## config.mk

```make
export PLATFORM = sky130hd
export DESIGN_NAME = calendar_clock_counter
export DESIGN_NICKNAME = d
export VERILOG_FILES = /design/src/rtl/core/ccc_pkg.sv /design/src/rtl/core/calendar_clock_counter.sv /design/src/rtl/core/ccc_month_len.sv
export SDC_FILE = /design/constraint.sdc
export NUM_CORES = 1
export LEC_CHECK = 0
export ABC_CLOCK_PERIOD_IN_PS = 6300
export BUFFER_PORTS_ARGS = -buffer_cell sky130_fd_sc_hd__buf_2
export CAP_MARGIN = 0
export CORE_AREA = 4 4 125 127
export CTS_CLUSTER_SIZE = 16
export DETAILED_ROUTE_END_ITERATION = 7
export DIE_AREA = 0 0 129 131
export PLACE_DENSITY_LB_ADDON = 0.15
export SYNTH_ARGS = -nofsm -noshare
export SYNTH_HDL_FRONTEND = slang
export SYNTH_SLANG_ARGS = --single-unit
export TNS_END_PERCENT = 10
```

## constraint.sdc

```tcl
create_clock -name clk -period 6.3 [get_ports clk]
set_clock_uncertainty 0.15 [all_clocks]
set_input_delay 0.945 -clock clk [delete_from_list [all_inputs] [get_ports clk]]
set_output_delay 0.945 -clock clk [all_outputs]
set_load 0.02 [all_outputs]
```

## src/rtl/core/ccc_pkg.sv

```systemverilog
package ccc_pkg;

    localparam int YEAR_BITS = 16;

    localparam logic [YEAR_BITS-1:0] YEAR_MAX     = {YEAR_BITS{1'b1}};
    localparam logic [YEAR_BITS-1:0] YEAR_DEFAULT = YEAR_BITS'(2000);

    localparam logic FUNC_TICK = 1'b0;
    localparam logic FUNC_SET  = 1'b1;

    localparam logic [3:0] MON_JAN = 4'd1;
    localparam logic [3:0] MON_FEB = 4'd2;
    localparam logic [3:0] MON_APR = 4'd4;
    localparam logic [3:0] MON_JUN = 4'd6;
    localparam logic [3:0] MON_SEP = 4'd9;
    localparam logic [3:0] MON_NOV = 4'd11;
    localparam logic [3:0] MON_DEC = 4'd12;

    localparam logic [5:0] SEC_LAST  = 6'd59;
    localparam logic [5:0] MIN_LAST  = 6'd59;
    localparam logic [4:0] HOUR_LAST = 5'd23;
    localparam logic [4:0] HOUR_NOON = 5'd12;

    localparam logic [4:0] LEN_31 = 5'd31;
    localparam logic [4:0] LEN_30 = 5'd30;
    localparam logic [4:0] LEN_29 = 5'd29;
    localparam logic [4:0] LEN_28 = 5'd28;

    // Inverse of an odd constant modulo 2^64 (Newton iteration, bits double each pass).
    function automatic logic [63:0] mod_inverse(input logic [63:0] d);
        logic [63:0] x;
        x = d;
        for (int i = 0; i < 6; i++)
        begin
            x = x * (64'd2 - d * x);
        end
        return x;
    endfunction

    // y % 25 == 0  <=>  (y * inv25 mod 2^n) <= (2^n - 1) / 25
    localparam logic [YEAR_BITS-1:0] INV25       = YEAR_BITS'(mod_inverse(64'd25));
    localparam logic [YEAR_BITS-1:0] DIV25_LIMIT =
        YEAR_BITS'(((64'd1 << YEAR_BITS) - 64'd1) / 64'd25);

    typedef struct packed {
        logic        func;
        logic [3:0]  set_month;
        logic [4:0]  set_day;
        logic [15:0] set_year;
        logic [4:0]  set_hour;
        logic [5:0]  set_minute;
        logic [5:0]  set_second;
    } req_t;

    typedef struct packed {
        logic [3:0]  cur_month;
        logic [4:0]  cur_day;
        logic [15:0] cur_year;
        logic [4:0]  cur_hour;
        logic [5:0]  cur_minute;
        logic [5:0]  cur_second;
        logic [3:0]  hour_twelve;
        logic        is_pm;
    } rsp_t;

endpackage

```

## src/rtl/core/calendar_clock_counter.sv

```systemverilog
// Result: a result beat is registered and appears in the cycle after its request beat is accepted.
// Throughput: one request per cycle; the result register is the only buffer,
// so req_stall rises only while a held result is stalled by rsp_stall.
// Reset: time 00:00:00, date January 1, year 2000; no result pending.
// Month length (leap test via one modular multiply) sets the critical path.
module calendar_clock_counter (
    input  logic          clk,
    input  logic          rst_n,
    input  logic          req_valid,
    output logic          req_stall,
    input  ccc_pkg::req_t req_data,
    output logic          rsp_valid,
    input  logic          rsp_stall,
    output ccc_pkg::rsp_t rsp_data
);
    import ccc_pkg::*;

    logic [5:0]           sec_reg,   sec_next;
    logic [5:0]           min_reg,   min_next;
    logic [4:0]           hour_reg,  hour_next;
    logic [4:0]           day_reg,   day_next;
    logic [3:0]           month_reg, month_next;
    logic [YEAR_BITS-1:0] year_reg,  year_next;
    logic                 rsp_valid_reg, rsp_valid_next;
    rsp_t                 rsp_reg,   rsp_next;

    logic                 accept;
    logic                 is_set;
    logic [YEAR_BITS-1:0] y_load, y_set;
    logic [3:0]           m_set;
    logic [4:0]           d_set;
    logic [YEAR_BITS-1:0] len_year;
    logic [3:0]           len_month;
    logic [4:0]           len;

    assign req_stall = rsp_valid_reg & rsp_stall;
    assign accept    = req_valid & ~req_stall;
    assign is_set    = (req_data.func == FUNC_SET);

    assign y_load = YEAR_BITS'(req_data.set_year);
    assign y_set  = (y_load == '0) ? YEAR_DEFAULT : y_load;
    assign m_set  = (req_data.set_month >= MON_JAN && req_data.set_month <= MON_DEC)
                    ? req_data.set_month : MON_JAN;

    // one length unit: a tick needs the current month, a set the loaded one
    assign len_year  = is_set ? y_set : year_reg;
    assign len_month = is_set ? m_set : month_reg;

    ccc_month_len u_month_len (
        .month (len_month),
        .year  (len_year),
        .len   (len)
    );

    assign d_set = (req_data.set_day != 5'd0 && req_data.set_day <= len)
                   ? req_data.set_day : 5'd1;

    always_comb
    begin
        sec_next   = sec_reg;
        min_next   = min_reg;
        hour_next  = hour_reg;
        day_next   = day_reg;
        month_next = month_reg;
        year_next  = year_reg;
        if (is_set)
        begin
            year_next  = y_set;
            month_next = m_set;
            day_next   = d_set;
            hour_next  = (req_data.set_hour   <= HOUR_LAST) ? req_data.set_hour   : 5'd0;
            min_next   = (req_data.set_minute <= MIN_LAST)  ? req_data.set_minute : 6'd0;
            sec_next   = (req_data.set_second <= SEC_LAST)  ? req_data.set_second : 6'd0;
        end
        else if (sec_reg < SEC_LAST)
        begin
            sec_next = sec_reg + 6'd1;
        end
        else
        begin
            sec_next = 6'd0;
            if (min_reg < MIN_LAST)
            begin
                min_next = min_reg + 6'd1;
            end
            else
            begin
                min_next = 6'd0;
                if (hour_reg < HOUR_LAST)
                begin
                    hour_next = hour_reg + 5'd1;
                end
                else
                begin
                    hour_next = 5'd0;
                    if (day_reg < len)
                    begin
                        day_next = day_reg + 5'd1;
                    end
                    else
                    begin
                        day_next = 5'd1;
                        if (month_reg < MON_DEC)
                        begin
                            month_next = month_reg + 4'd1;
                        end
                        else
                        begin
                            month_next = MON_JAN;
                            if (year_reg != YEAR_MAX)
                            begin
                                year_next = year_reg + YEAR_BITS'(1);
                            end
                        end
                    end
                end
            end
        end
    end

    always_comb
    begin
        rsp_next.cur_month  = month_next;
        rsp_next.cur_day    = day_next;
        rsp_next.cur_year   = 16'(year_next);
        rsp_next.cur_hour   = hour_next;
        rsp_next.cur_minute = min_next;
        rsp_next.cur_second = sec_next;
        rsp_next.is_pm      = (hour_next >= HOUR_NOON);
        if (hour_next == 5'd0)
            rsp_next.hour_twelve = 4'd12;
        else if (hour_next > HOUR_NOON)
            rsp_next.hour_twelve = 4'(hour_next - HOUR_NOON);
        else
            rsp_next.hour_twelve = 4'(hour_next);
    end

    always_comb
    begin
        if (accept)
            rsp_valid_next = 1'b1;
        else if (!rsp_stall)
            rsp_valid_next = 1'b0;
        else
            rsp_valid_next = rsp_valid_reg;
    end

    always_ff @(posedge clk or negedge rst_n)
    begin
        if (!rst_n)
        begin
            sec_reg       <= 6'd0;
            min_reg       <= 6'd0;
            hour_reg      <= 5'd0;
            day_reg       <= 5'd1;
            month_reg     <= MON_JAN;
            year_reg      <= YEAR_DEFAULT;
            rsp_valid_reg <= 1'b0;
        end
        else
        begin
            rsp_valid_reg <= rsp_valid_next;
            if (accept)
            begin
                sec_reg   <= sec_next;
                min_reg   <= min_next;
                hour_reg  <= hour_next;
                day_reg   <= day_next;
                month_reg <= month_next;
                year_reg  <= year_next;
            end
        end
    end

    always_ff @(posedge clk)
    begin
        if (accept)
            rsp_reg <= rsp_next;
    end

    assign rsp_valid = rsp_valid_reg;
    assign rsp_data  = rsp_reg;

    a_date_range: assert property (@(posedge clk) disable iff (!rst_n)
        month_reg >= MON_JAN && month_reg <= MON_DEC && day_reg != 5'd0
        && hour_reg <= HOUR_LAST && min_reg <= MIN_LAST && sec_reg <= SEC_LAST)
        else $error("calendar state out of range");

    a_plain_tick: assert property (@(posedge clk) disable iff (!rst_n)
        accept && req_data.func == FUNC_TICK && sec_reg < SEC_LAST
        |=> sec_reg == $past(sec_reg) + 6'd1 && min_reg == $past(min_reg)
            && day_reg == $past(day_reg))
        else $error("tick without carry disturbed upper counters");

    a_rsp_matches_state: assert property (@(posedge clk) disable iff (!rst_n)
        rsp_valid_reg |-> rsp_reg.cur_second == sec_reg && rsp_reg.cur_minute == min_reg
            && rsp_reg.cur_hour == hour_reg && rsp_reg.cur_day == day_reg)
        else $error("result beat does not match counters");

    a_pm_flag: assert property (@(posedge clk) disable iff (!rst_n)
        rsp_valid_reg |-> rsp_reg.is_pm == (rsp_reg.cur_hour >= HOUR_NOON)
            && rsp_reg.hour_twelve != 4'd0)
        else $error("12-hour display inconsistent");

endmodule

```

## src/rtl/core/ccc_month_len.sv

```systemverilog
module ccc_month_len (
    input  logic [3:0]                    month,
    input  logic [ccc_pkg::YEAR_BITS-1:0] year,
    output logic [4:0]                    len
);
    import ccc_pkg::*;

    logic [YEAR_BITS-1:0] prod;
    logic                 div25;
    logic                 leap;

    assign prod  = year * INV25;
    assign div25 = (prod <= DIV25_LIMIT);
    // div by 100 = div by 4 and 25; div by 400 = div by 16 and 25
    assign leap  = (year[1:0] == 2'b00) && (!div25 || (year[3:0] == 4'b0000));

    always_comb
    begin
        unique case (month) inside
            MON_APR, MON_JUN, MON_SEP, MON_NOV: len = LEN_30;
            MON_FEB:                            len = leap ? LEN_29 : LEN_28;
            default:                            len = LEN_31;
        endcase
    end

endmodule
```

* Word-level counts from Yosys, hierarchy flattened
Index checks and enable logic that the tools add are counted.
Word-level totals: bits in registers 90, input port bits 47, output and inout bits 49, logic and storage cells 98
Operators by class: add/sub/neg operators 7, $mul 1, magnitude comparators 14, equal/unequal tests 7, multiplexer cells 40, bitwise gates (word level) 3, reduce and logical (&&, ||, !) cells 11
Operator list (number):
- 16-bit 2-to-1 mux | 9
- 5-bit 2-to-1 mux | 11
- 6-bit 2-to-1 mux | 7
- 4-bit 2-to-1 mux | 9
- 16-bit by 1-bit adder with 16-bit output, second input constant | 1
- 16-bit by 12-bit <= comparator with 1-bit output, second input constant | 1
- 16-bit zero test | 1
- 16-bit by 15-bit multiplier with 16-bit output, second input constant | 1
- 16-bit != test, second input constant | 1
- 6-bit by 1-bit adder with 6-bit output, second input constant | 2
- 6-bit <= comparator, second input constant | 2
- 6-bit < comparator, second input constant | 2
- 5-bit by 1-bit adder with 5-bit output, second input constant | 2
- 5-bit case mux with 2 select lines | 1
- 4-bit by 3-bit equality test with 1-bit output, second input constant | 2
- 4-bit equality test, second input constant | 2
- 5-bit by 4-bit >= comparator with 1-bit output, second input constant | 1
- 5-bit by 4-bit greater-than comparator with 1-bit output, second input constant | 1
- 5-bit <= comparator | 1
- 5-bit <= comparator, second input constant | 1
- 5-bit zero test | 1
- 5-bit < comparator | 1
- 5-bit < comparator, second input constant | 1
- 5-bit nonzero test | 1
- other kinds (16) | 21

* Logic depth before layout (Yosys ltp)
depth in word-level cells 16, gate-level depth with buffers 34, depth with buffers taken out 30

* Hierarchy
A second synthesis with hierarchy kept.
Unflattened totals: cells, all modules 769, area, all modules 7264.5 um^2
Modules (own cells, without submodules):
- calendar_clock_counter | instances 1, cells an instance 584, area an instance 5495.3 um^2, seq. area each 2497.4 um^2
- ccc_month_len | instances 1, cells an instance 185, area an instance 1769.2 um^2, seq. area each 0.0 um^2

* Worst setup path before layout
No wires, ideal clock.
kind input -> register, start in req_data[42] in the netlist's numbering, end reg day_reg[3], arrival 7.327 ns, setup slack -1.301 ns, stages 32, path through buf_6 buf_2 buf_1 clkbuf_1 clkbuf_1 clkbuf_1 nor2_1 nor2_1 ha_1 inv_1 fa_1 inv_1 ha_1 ha_1 fa_1 ha_1 ha_1 a21oi_1 o31ai_1 o31ai_1 xnor2_1 or4_4 nor2_1 nor2_1 ha_1 inv_1 a21oi_1 a211oi_1 a21oi_1 nand2_1 nor2_1 a211o_1
On the way: longest elaborated chain between the ends 14, elaborated cells between the ends (all ways) 26, classes of those cells 1 x mul; 3 x order compare; 5 x eq/ne; 10 x mux; 7 x reduce/logical
RTL lines:
- start, declared | RTL line calendar_clock_counter.sv:11 | input ccc_pkg::req_t req_data,
- 16-bit 2-to-1 mux | RTL line calendar_clock_counter.sv:46 | assign len_year = is_set ? y_set : year_reg;
- 16-bit by 15-bit multiplier with 16-bit output | RTL line ccc_month_len.sv:12 | assign prod = year * INV25;
- 16-bit by 12-bit <= comparator with 1-bit output | RTL line ccc_month_len.sv:13 | assign div25 = (prod <= DIV25_LIMIT);
- 1-bit zero test | RTL line ccc_month_len.sv:15 | assign leap = (year[1:0] == 2'b00) && (!div25 || (year[3:0] == 4'b0000));
- 1-bit logical OR | RTL line ccc_month_len.sv:15
- 1-bit logical AND | RTL line ccc_month_len.sv:15
- 1-bit 2-to-1 mux | RTL line ccc_month_len.sv:21 | MON_FEB: len = leap ? LEN_29 : LEN_28;
- 5-bit case mux with 2 select lines | RTL line ccc_month_len.sv:19 | unique case (month) inside
- 5-bit < comparator | RTL line calendar_clock_counter.sv:96 | if (day_reg < len)
- 5-bit 2-to-1 mux | RTL line calendar_clock_counter.sv:96
- 5-bit 2-to-1 mux | RTL line calendar_clock_counter.sv:89 | if (hour_reg < HOUR_LAST)
- 5-bit 2-to-1 mux | RTL line calendar_clock_counter.sv:82 | if (min_reg < MIN_LAST)
- 5-bit 2-to-1 mux | RTL line calendar_clock_counter.sv:75 | else if (sec_reg < SEC_LAST)
- 5-bit 2-to-1 mux * | RTL line calendar_clock_counter.sv:66 | if (is_set)
- end signal, assigned | RTL line calendar_clock_counter.sv:168 | day_reg <= day_next;
- end, declared | RTL line calendar_clock_counter.sv:21 | logic [4:0] day_reg, day_next;
Every way passes the cells marked *; elsewhere a longest branch is shown, timed or not. A chain may end at the register's enable or synchronous reset.

* Worst setup path after layout
start in req_data[32] in the netlist's numbering, end reg day_reg[4]
On the way: longest elaborated chain between the ends 16, elaborated cells between the ends (all ways) 21, classes of those cells 1 x mul; 3 x order compare; 10 x mux; 7 x reduce/logical
RTL lines:
- 16-bit zero test | RTL line calendar_clock_counter.sv:41 | assign y_set = (y_load == '0) ? YEAR_DEFAULT : y_load;
- 16-bit 2-to-1 mux * | RTL line calendar_clock_counter.sv:41
- 16-bit 2-to-1 mux * | RTL line calendar_clock_counter.sv:46
- 16-bit by 15-bit multiplier with 16-bit output | RTL line ccc_month_len.sv:12
- 16-bit by 12-bit <= comparator with 1-bit output | RTL line ccc_month_len.sv:13
- 1-bit zero test | RTL line ccc_month_len.sv:15
- 1-bit logical OR | RTL line ccc_month_len.sv:15
- 1-bit logical AND * | RTL line ccc_month_len.sv:15
- 1-bit 2-to-1 mux * | RTL line ccc_month_len.sv:21
- 5-bit case mux with 2 select lines * | RTL line ccc_month_len.sv:19
- 5-bit < comparator | RTL line calendar_clock_counter.sv:96
- 5-bit 2-to-1 mux | RTL line calendar_clock_counter.sv:96
- 5-bit 2-to-1 mux | RTL line calendar_clock_counter.sv:89
- 5-bit 2-to-1 mux | RTL line calendar_clock_counter.sv:82
- 5-bit 2-to-1 mux | RTL line calendar_clock_counter.sv:75
- 5-bit 2-to-1 mux * | RTL line calendar_clock_counter.sv:66
Marks and branches as above.

==> summary.txt <==
Yosys
  • Netlist cell types: 76
  • Post-synthesis cell type with the largest combined area: edfxtp_1
  • Synth Register Bits: 90
  • Synth async-reset ratio: a little under half
  • Cell Area, Synth: 7110 sq um
  • Most used DFF post-synth: edfxtp_1
  • Synth top area share: around 20%
  • Syn avg cell area: about 9.4 sq um
  • Register area share after synthesis: 35.1%
  • Synth warnings: 0
  • Synth area leaders: edfxtp_1 20%, ha_1 13%, dfrtp_1 12%, nand2_1 5.1%, fa_1 5.1%
  • Number of flops mapped to enable cells by yosys: 47
  • Mapped Nets: 893
  • Mapped Cells: 755

Route
  • Drt total wl: between 15,000 and 20,000 um
  • Routed Antenna Nets: 0
  • Initial DRC count: between 400 and 500
  • Per-cell routed wire length: between 15 and 20 um
  • # DRC: 0
  • Routed vias/inst: 5.73
  • DRT Pass-1 Iters: 5
  • DR vias: 6,383

Outcome
  • Status: finished, violations left
  • Failing checks: negative setup slack

Timing
  • Relative slew slack: between 20% and 30%
  • RSZ-0062 raised after global routing: yes
  • Final Hold Vio Count: 0
  • Fin. max-slew vios: 0
  • Fin crit period: 6.52 ns
  • Setup violators final: 40
  • Final period utilization: 104%
  • Slew @ Worst Pin: roughly 1.1 ns
  • Hold slack final: roughly 0.37 ns
  • Fmax: around 0.15 GHz
  • Post-route setup slack: -0.222 ns

Place
  • Hpwl dp: between 10,000 and 15,000 um
  • Quantity of I/O buffers inserted on ports: 95
  • Post-placement cell area: 8460 sq um
  • Placer congestion estimate: 0.888
  • Pre-CTS setup slack: -0.844 ns

Critical path
  • Critical Path End Type: flop
  • RR Startpoint: year_reg[0]
  • CP arrival: between 6 and 7 ns
  • CP Class: in2reg
  • Startpoint Class: primary input
  • Required @ worst endpoint: approximately 6.4 ns
  • Crit Path Max Fanout: 9
  • R2R Path End: day_reg[0]
  • R2R setup slack: roughly 0.43 ns
  • FF-to-FF path depth: 25

Die
  • Die Wd: 129 um
  • Starting Density: 49.3%
  • Row cnt: 44
  • Die Y-Extent: 131 um
  • Top-Level Pins: 96
  • Die area: about 17,000 sq um
  • Core area: ~14,000 sq um

Layout
  • Post-route cell area: approximately 9000 sq um
  • Filler cell count in the final layout: 1,199
  • Largest register FFs: 47
  • Diode count: 0
  • Area Growth Syn to Fin: 29.4%
  • Core Util, Final: a little under two thirds
  • Nets: 1,062
  • Share of layout cells above drive strength 1: between 30% and 40%

Power
  • Tot Pwr: 0.00357 W
  • Peak supply drop: around 350 uV
  • Leak pwr: between 4 and 5 nW
  • PwrDens: 388 nW/um^2

Global route
  • First-pass GRT wire length: just over 30,000 um
  • Vias in the first global route: 6,271
  • Largest net degree at the start of global routing: roughly 50
  • Initial antenna violation count: 0
  • Gr ovfl total: 0
  • Gr usage total: approximately 23%

Clock tree
  • Total CTS buffers: 9
  • CTS sink count: 90
  • CTS H-tree lvls: 3
  • Clock slew at reported path FFs: 0.07 ns
  • Clock Tree Buf Depth: 2
  • Insertion delay to the later sink of the worst-skew pair: 0.33 ns
  • Root Driver: clkbuf_16
  • CTS tree: built
  • Hold_buf cts: 0

Min path
  • Worst Hold Class: reg2reg
  • Hold path cells: 2
  • HP Start: rsp_valid
  • Hold EP: rsp_valid

Job
  • Number of max-cap violations: 0
==> repair_timing <==
action,CTS,global route
setup endpoints to repair,50,50
resized for setup,59,16
pin swaps,33,17
buffers inserted,4,5
==> worst max-delay path by stage <==
| stage | from | to | slack (ns) | cells past startpoint |
|---|---|---|---|---|
| finish | req_data[32] | day_reg[4] | -0.22 | 28 |
| global route | req_data[32] | day_reg[4] | -0.42 | 32 |
| CTS | req_data[32] | day_reg[3] | -0.19 | 30 |
| detailed placement | req_data[28] | day_reg[3] | -0.84 | 26 |
| global placement | req_data[28] | day_reg[3] | -0.76 | 28 |
| floorplan | req_data[42] | day_reg[3] | -0.38 | 30 |
==> power breakdown <==
part	leakage [nW]	switching (W)	internal [W]
sequential	0.960	0.0000961	0.000719
clock	0.155	0.000235	0.000323
combinational	2.97	0.00107	0.00113
total	4.08	0.00140	0.00217
==> worst max-delay path, cell delays in order <==
cell      delay, ns
buf_8          0.11
nor4_4         0.31
a41o_1         0.25
buf_6          0.16
nor2_4         0.06
nor2_4         0.15
ha_4           0.15
inv_2          0.04
fa_1           0.55
inv_1          0.06
ha_1           0.29
inv_1          0.05
fa_1           0.48
inv_1          0.06
fa_1           0.53
ha_4           0.22
ha_4           0.26
o21ai_2        0.04
nand2b_1       0.09
o31ai_2        0.08
xnor2_1        0.12
or4_4          0.46
o21a_4         0.31
buf_4          0.17
o21ai_1        0.13
buf_4          0.18
o21ai_0        0.09
a22o_1         0.24
==> cell usage in the layout (no fill, tap or decap), drive strengths merged, types with 7 or more instances in the layout <==
cell type,n
ha,73
nand3,24
a31oi,13
buf,192
nor2,48
o21ai,48
a21oi,42
fa,18
xnor2,19
o22ai,10
nand4,8
inv,68
nor4,7
dfstp,8
edfxtp,47
clkbuf,10
mux2i,18
xor2,13
nor3,15
nand2,97
dfrtp,35
==> cells by family after synthesis <==
group | count (synthesis) | share of synthesized area, %
buffers and inverters | 101 | 5.65
muxes | 24 | 3.54
adders and majority gates | 91 | 17.9
xor gates and xnor gates | 35 | 5.00
AOI/OAI and AO/OA | 172 | 15.6
and+or+nand+nor | 242 | 17.2
DFF | 90 | 35.1
==> routing by layer <==
| metal | track usage, % | vias to the layer above | wire length (um) |
|---|---|---|---|
| met1 | 29.5 | 3082 | 8200 |
| met5 | 0 | - | 0 |
| met2 | 39.5 | 208 | 9580 |
| met3 | 2.76 | 31 | 976 |
| met4 | 7.35 | 0 | 455 |
| li1 | - | 3062 | - |
==> metrics by stage <==
| stage | setup TNS [ns] | cells |
|---|---|---|
| detailed placement | -32.44 | 1088 |
| CTS | -1.71 | 1108 |
| finish | -3.79 | 1113 |
| floorplan | -10.15 | 755 |
| global route | -13.30 | 1113 |
| global placement | -28.23 | 1088 |
==> area by class of cell <==
type,count,area (sq um),area share [%]
Timing Repair Buffer,192,1250,13.6
Inverter,67,253,2.75
Clock buffer,10,239,2.60
Multi-Input combinational cell,564,4660,50.6
Tap cell,184,230,2.50
Sequential cell,90,2500,27.1
Clock inverter,6,72.6,0.789
==> Yosys cell counts (17+ instances only) <==
cell type	n
inv_1	64
a21oi_1	42
nor2_1	46
edfxtp_1	47
xnor2_1	18
ha_1	73
o21ai_0	39
nand2_1	97
dfrtp_1	35
fa_1	18
clkbuf_1	23
nand3_1	23
mux2i_1	17
Power figures use the tool's default switching activity.
